$ cat config.mk
export PLATFORM = sky130hd
export DESIGN_NAME = sfla_ctrl
export DESIGN_NICKNAME = d
export VERILOG_FILES = /design/src/segregated_free_list_allocator_assert.svh /design/src/sfla_pkg.sv /design/src/sfla_ctrl.sv
export SDC_FILE = /design/constraint.sdc
export NUM_CORES = 1
export LEC_CHECK = 0
export BUFFER_PORTS_ARGS = -buffer_cell sky130_fd_sc_hd__buf_2
export CORE_AREA = 2 2 39 41
export DETAILED_ROUTE_END_ITERATION = 7
export DIE_AREA = 0 0 41 43
export PLACE_DENSITY = 0.51
export RECOVER_POWER = 100
export SYNTH_ARGS = -nofsm -noshare
export SYNTH_HDL_FRONTEND = slang
export SYNTH_SLANG_ARGS = --single-unit
$ cat constraint.sdc
create_clock -name clk -period 4.09 [get_ports clk]
set_input_delay 0.409 -clock clk [delete_from_list [all_inputs] [get_ports clk]]
set_output_delay 0.409 -clock clk [all_outputs]
set_load 0.02 [all_outputs]
$ cat src/segregated_free_list_allocator_assert.svh
// assertion macros for the segregated free list allocator
// used by the top level; expects clk and rst_n in the calling scope
`ifndef SEGREGATED_FREE_LIST_ALLOCATOR_ASSERT_SVH
`define SEGREGATED_FREE_LIST_ALLOCATOR_ASSERT_SVH

// same-cycle implication, disabled during reset
`define SFLA_ASSERT_NOW(label, ante, cons) \
  label: assert property (@(posedge clk) disable iff (!rst_n) (ante) |-> (cons)) \
    else $error("sfla check failed");

// next-cycle implication, disabled during reset
`define SFLA_ASSERT_NEXT(label, ante, cons) \
  label: assert property (@(posedge clk) disable iff (!rst_n) (ante) |=> (cons)) \
    else $error("sfla check failed");

`endif

$ cat src/sfla_pkg.sv
// shared types, constants and codes of the segregated free list allocator
// no dependencies
`default_nettype none

package sfla_pkg;

  // sizing
  localparam int NUM_CLASSES  = 4;
  localparam int REGION_BYTES = 4096;
  localparam int WORD_BYTES   = 8;
  localparam int LINK_DEPTH   = (REGION_BYTES + WORD_BYTES - 1) / WORD_BYTES;
  localparam int LINK_AW      = $clog2(LINK_DEPTH);
  localparam int WB_SH        = $clog2(WORD_BYTES);
  localparam int CLS_W        = (NUM_CLASSES > 1) ? $clog2(NUM_CLASSES) : 1;
  localparam int SIZE_W       = 13;
  localparam int COUNT_W      = 8;
  localparam int HEAD_W       = 13;
  localparam int PROD_W       = SIZE_W + COUNT_W;
  localparam int TOTAL_W      = PROD_W + 2;
  localparam int CFG_IDX_W    = 4;

  localparam logic [HEAD_W-1:0] NULL_CODE = HEAD_W'(REGION_BYTES);
  localparam logic [CLS_W-1:0]  CLS_LAST  = CLS_W'(NUM_CLASSES - 1);

  // operation codes
  localparam logic [1:0] OP_INIT  = 2'd0;
  localparam logic [1:0] OP_ALLOC = 2'd1;
  localparam logic [1:0] OP_FREE  = 2'd2;

  // status codes
  localparam logic [2:0] ST_OK        = 3'd0;
  localparam logic [2:0] ST_TOO_LARGE = 3'd1;
  localparam logic [2:0] ST_EMPTY     = 3'd2;
  localparam logic [2:0] ST_NULL      = 3'd3;
  localparam logic [2:0] ST_OUTSIDE   = 3'd4;
  localparam logic [2:0] ST_BAD       = 3'd5;

  // configuration register indexes
  localparam logic [CFG_IDX_W-1:0] REG_SIZE0  = 4'd0;
  localparam logic [CFG_IDX_W-1:0] REG_SIZE3  = 4'd3;
  localparam logic [CFG_IDX_W-1:0] REG_COUNT0 = 4'd4;
  localparam logic [CFG_IDX_W-1:0] REG_COUNT3 = 4'd7;

  localparam logic [COUNT_W-1:0] COUNT_RESET = 8'd8;

  typedef struct packed {
    logic [1:0]  operation;
    logic [15:0] request_size;
    logic [15:0] address;
    logic        is_null;
  } in_item_t;

  typedef struct packed {
    logic [11:0] slot_address;
    logic [2:0]  status;
  } out_item_t;

  typedef enum logic [2:0] {
    S_IDLE, S_LOOK, S_POP, S_MUL, S_ACC, S_CHK, S_WALK, S_BDONE
  } state_t;

  typedef enum logic [1:0] {
    RES_LOOK, RES_POP, RES_BAD, RES_DONE
  } res_sel_t;

  // controller to datapath
  typedef struct packed {
    logic     load;
    logic     mul;
    logic     acc;
    logic     clr_heads;
    logic     init_walk;
    logic     walk;
    logic     look_rd;
    logic     commit_look;
    logic     commit_pop;
    logic     emit;
    res_sel_t res_sel;
  } dp_cmd_t;

  // datapath to controller
  typedef struct packed {
    logic [1:0] in_op;
    logic       go_pop;
    logic       layout_bad;
    logic       cls_last;
    logic       walk_done;
    logic       out_free;
  } dp_stat_t;

  // reset slot size of a class: sixteen bytes doubled per class
  function automatic logic [SIZE_W-1:0] size_reset(input int c);
    return SIZE_W'(16 << c);
  endfunction

endpackage

`default_nettype wire

$ cat src/sfla_ctrl.sv
// controller state machine of the allocator
// depends on sfla_pkg; drives commands into sfla_dp
`default_nettype none

module sfla_ctrl import sfla_pkg::*; (
  input  wire logic     clk,
  input  wire logic     rst_n,
  input  wire logic     in_valid,
  output logic          in_ready,
  input  wire dp_stat_t stat,
  output dp_cmd_t       cmd
);

  state_t state_r, state_nxt;

  // state register
  always_ff @(posedge clk) begin
    if (!rst_n) begin
      state_r <= S_IDLE;
    end else begin
      state_r <= state_nxt;
    end
  end

  // next state
  always_comb begin
    state_nxt = state_r;
    case (state_r)
      S_IDLE: begin
        if (in_valid) begin
          state_nxt = (stat.in_op == OP_INIT) ? S_MUL : S_LOOK;
        end
      end
      S_LOOK: begin
        if (stat.go_pop) begin
          state_nxt = S_POP;
        end else if (stat.out_free) begin
          state_nxt = S_IDLE;
        end
      end
      S_POP: begin
        if (stat.out_free) state_nxt = S_IDLE;
      end
      S_MUL: state_nxt = S_ACC;
      S_ACC: state_nxt = stat.cls_last ? S_CHK : S_MUL;
      S_CHK: begin
        if (!stat.layout_bad) begin
          state_nxt = S_WALK;
        end else if (stat.out_free) begin
          state_nxt = S_IDLE;
        end
      end
      S_WALK: begin
        if (stat.walk_done) state_nxt = S_BDONE;
      end
      S_BDONE: begin
        if (stat.out_free) state_nxt = S_IDLE;
      end
      default: state_nxt = S_IDLE;
    endcase
  end

  // command outputs
  always_comb begin
    cmd      = '0;
    cmd.res_sel = RES_LOOK;
    in_ready = 1'b0;
    case (state_r)
      S_IDLE: begin
        in_ready = 1'b1;
        cmd.load = in_valid;
      end
      S_LOOK: begin
        cmd.look_rd = 1'b1;
        if (!stat.go_pop && stat.out_free) begin
          cmd.emit        = 1'b1;
          cmd.commit_look = 1'b1;
          cmd.res_sel     = RES_LOOK;
        end
      end
      S_POP: begin
        if (stat.out_free) begin
          cmd.emit       = 1'b1;
          cmd.commit_pop = 1'b1;
          cmd.res_sel    = RES_POP;
        end
      end
      S_MUL: cmd.mul = 1'b1;
      S_ACC: cmd.acc = 1'b1;
      S_CHK: begin
        cmd.clr_heads = 1'b1;
        if (!stat.layout_bad) begin
          cmd.init_walk = 1'b1;
        end else if (stat.out_free) begin
          cmd.emit    = 1'b1;
          cmd.res_sel = RES_BAD;
        end
      end
      S_WALK: cmd.walk = 1'b1;
      S_BDONE: begin
        if (stat.out_free) begin
          cmd.emit    = 1'b1;
          cmd.res_sel = RES_DONE;
        end
      end
      default: ;
    endcase
  end

endmodule

`default_nettype wire

; Word-level counts from Yosys, hierarchy flattened
; Index checks and enable logic that the tools add are counted.
[word_totals]
register_bits = 3
latchBits = 0
mem_bits_rw = 0
rom_bits = 0
in_bits = 10
wordCells = 40
mem_count = 0
[classes]
n_addsub = 0
mul = 0
n_div = 0
n_lt_le_gt_ge = 0
eq_ne = 9
shifts = 0
n_mux = 24
bitwise_logic = 0
n_reduce_logical = 6
[ops]
columns = op, count
row1 = $mux W3, 10
row2 = $pmux W3 S7, 1
row3 = $eq A3 B3 Y1 const B, 4
row4 = $pmux W3 S4, 1
row5 = $mux W1, 8
row6 = $eq A3 B2 Y1 const B, 2
row7 = $mux W2, 3
row8 = $mux W4, 1
row9 = $ne A2 B2 Y1 const B, 2
row10 = $eq A3 B1 Y1 const B, 1
row11 = $logic_not A3 Y1, 1
row12 = $logic_not A2 Y1, 1
row13 = $reduce_and A2 Y1, 1
row14 = $reduce_or A2 Y1, 1
row15 = $logic_and A1 B1 Y1, 1
row16 = $logic_not A1 Y1, 1

; Depth between registers and ports, before layout
[logic_depth]
ltp_word = 4
ltp_mapped = 5

; Worst setup path after synthesis
; No wires, ideal clock.
[synth_path]
path_type = flip-flop to output port
startpoint = reg state_r[0]
endpoint = out cmd[2] (netlist name)
arrival_time_ps = 1523
t_required_ps = 3681
setup_slack_ps = 2158
stages_incl_launch_ff = 5
path_cell_list = dfxtp_1 > buf_2 > nand2_1 > nor4_1 > or3_1
[synth_rtl]
columns = element, line_no
row1 = start: declaration, sfla_ctrl.sv:14  ; state_t state_r, state_nxt;
row2 = start signal: assignment, sfla_ctrl.sv:21  ; state_r <= state_nxt;
row3 = end: declaration, sfla_ctrl.sv:11  ; output dp_cmd_t cmd

==> metrics.txt <==
sequential area share after synthesis 18.1%; Worst VDD drop between 0.15 and 0.2 mV; Synth area leader dfxtp_1; CTS Buf Count 3; biggest regs state_r: 3 flops; Fmax achieved 0.471 GHz; post-route minimum period roughly 2.1 ns; router iterations before antenna repair 3; Final Instance Area between 400 and 500 um^2; Final Slew Violations 0; clock slew at reported path FFs 0.03 ns; first-pass GRT wire length between 1 and 1.5 mm; outcome finished, final reports clean; hold depth 2; Sink Count 3; DRC viols 0; Synth Register Bits 3; Routed WL about 870 um; relative slew slack 63.8%; Clock Latency Late Sink between 0.2 and 0.25 ns; crit path kind reg -> out; synth cell count leaders nor3b_1 (4), dfxtp_1 (3); hold path startpoint rst_n; crit path from state_r[0]; max reg flops 3; CORE AREA 0.00138 mm^2; ANT cells 0; Slew @ Worst Pin 0.542 ns; die area 0.00176 mm^2; most common cell in the netlist nor3b_1; total power between 0.15 and 0.2 mW; WL/cell about 11 um; setup TNS 0 ns; Port Buf Inserts 22; P&R area growth vs syn 32.5%; initial antenna violation count 0; skew final between 0.00015 and 0.0002 ns; I/O pin total 23; Hold Path Class in -> reg; root buf cell clkbuf_4; CTS tree built; largest net degree at the start of global routing 20; wl on met1 ~420 um; post-synth top area share a little under a fifth; maxcap violations 0; grt total ovfl 0; hpwl dp 649 um; DR WL met2 around 380 um; Hold Crit Endpoint state_r[0]; Worst EP required ~3.7 ns; Pwr Density 382 mW/mm^2; Post-CTS Hold Buffers 0; Final Hold Vio Count 0; syn_nets 53; dominant synthesized flop cell dfxtp_1; Post-Synthesis Cells 43; Post-CTS Resized 0; DR vias/cell between 5 and 6; met3 WL between 70 and 80 um; critical register-to-register path endpoint state_r[1]; RSZ-0062 raised after global routing false; Tcrit/Tclk final between 50% and 60%; share of cells above drive strength 1 between 10% and 20%; Lkg Pwr approximately 0.17 nW; post-route ant nets 0; NumNets Final 75; Syn. warnings 0; Post-synth EDFFs 0; Core Rows 14; maximum clock path buffer count 2; Biggest register state_r; Critical Path AT between 1.5 and 2 ns; ys async rst share 0%; CP max FO 19; Yosys cell types 29; synthesized area about 330 um^2; final setup vio count 0; DIE HEIGHT around 43 um; number of post-CTS setup repair buffers 0; CP Capture Type primary output; Starting Density 24.0%; via count 405; vias in the first global route 323; CP Launch Type flop; DR iter-0 viols 9; RR Startpoint state_r[2]; GPL Wtd Cong just over 0.7; GR Util All Layers a little under an eighth; DR top layer met3; FF-to-FF path depth 3; syn avg cell area around 7.7 um^2; die width just over 40 um; R2R setup slack approximately 2.5 ns; Post-DP Area ~430 um^2; Final Util between 30% and 40%; H-tree depth reported by CTS 1; Area contributors post-synth dfxtp_1 (18%), nor3b_1 (9.1%), o2111a_1 (6.8%)
## cell type report
class                   count  area (um^2)
multi-input cells          34          235
fillers                   165          945
inverters                   1         3.75
flip-flops and latches      3         60.1
clock buffers               4         26.3
repair buffers             22         93.8
well taps                  16         20.0
## per-layer routing
layer / track usage (%) / vias to the layer above
met3: 6.28 / 0
li1: - / 210
met4: 2.00 / 0
met1: 15.4 / 180
met5: 0 / -
met2: 15.6 / 15
## stage by stage
stage,setup WS [ns],hold slack [ns],std cells
global placement,2.37,0.691,76
floorplan,2.16,0.549,43
finish,1.97,0.454,80
CTS,2.06,0.446,80
detailed placement,2.32,0.693,76
global route,1.73,0.441,80
## worst max-delay path, stage by stage, from the launching register on
cell      delay (ns)
dfxtp_1         0.65
nand2_1         0.18
nor4_1          0.28
or3_1           0.16
clkbuf_1        0.22
## kinds of logic (layout without fill, tap and decap cells)
logic type / Yosys count / count (layout) / share of synthesized area [%]
simple gates: 21 / 21 / 41.9
compound gates: 12 / 12 / 27.9
buf+inv: 6 / 27 / 9.43
flops: 3 / 3 / 18.1
xor+xnor: 1 / 1 / 2.64
## power by group
group / leakage (nW) / internal (mW) / total [mW] / switching (mW)
logic: 0.131 / 0.0278 / 0.0659 / 0.0381
registers: 0.0247 / 0.0338 / 0.0510 / 0.0171
clock network: 0.0150 / 0.0365 / 0.0508 / 0.0143
## placed cells by master (no fill, tap or decap), drive strengths merged
master / n
nor3b: 4
and3: 1
xnor2: 1
buf: 9
o2111a: 2
nand2: 2
nand2b: 1
a311o: 1
nor2b: 1
dfxtp: 3
and2: 1
nor2: 2
a21oi: 2
a41oi: 1
nor4bb: 1
nor4: 1
inv: 1
o32a: 1
or2: 1
nand3: 1
or3: 3
a31oi: 2
and3b: 2
o221ai: 1
clkbuf: 17
o21ai: 2
## worst max-delay path by stage
stage | end | slack, ns | depth (start not counted)
after detailed placement | cmd[2] | 2.32 | 4
after global placement | cmd[2] | 2.37 | 4
final | cmd[2] | 1.97 | 4
after CTS | cmd[2] | 2.06 | 4
after global routing | cmd[2] | 1.73 | 4
after floorplan | cmd[2] | 2.16 | 4
(Power assumes the default switching activity.)
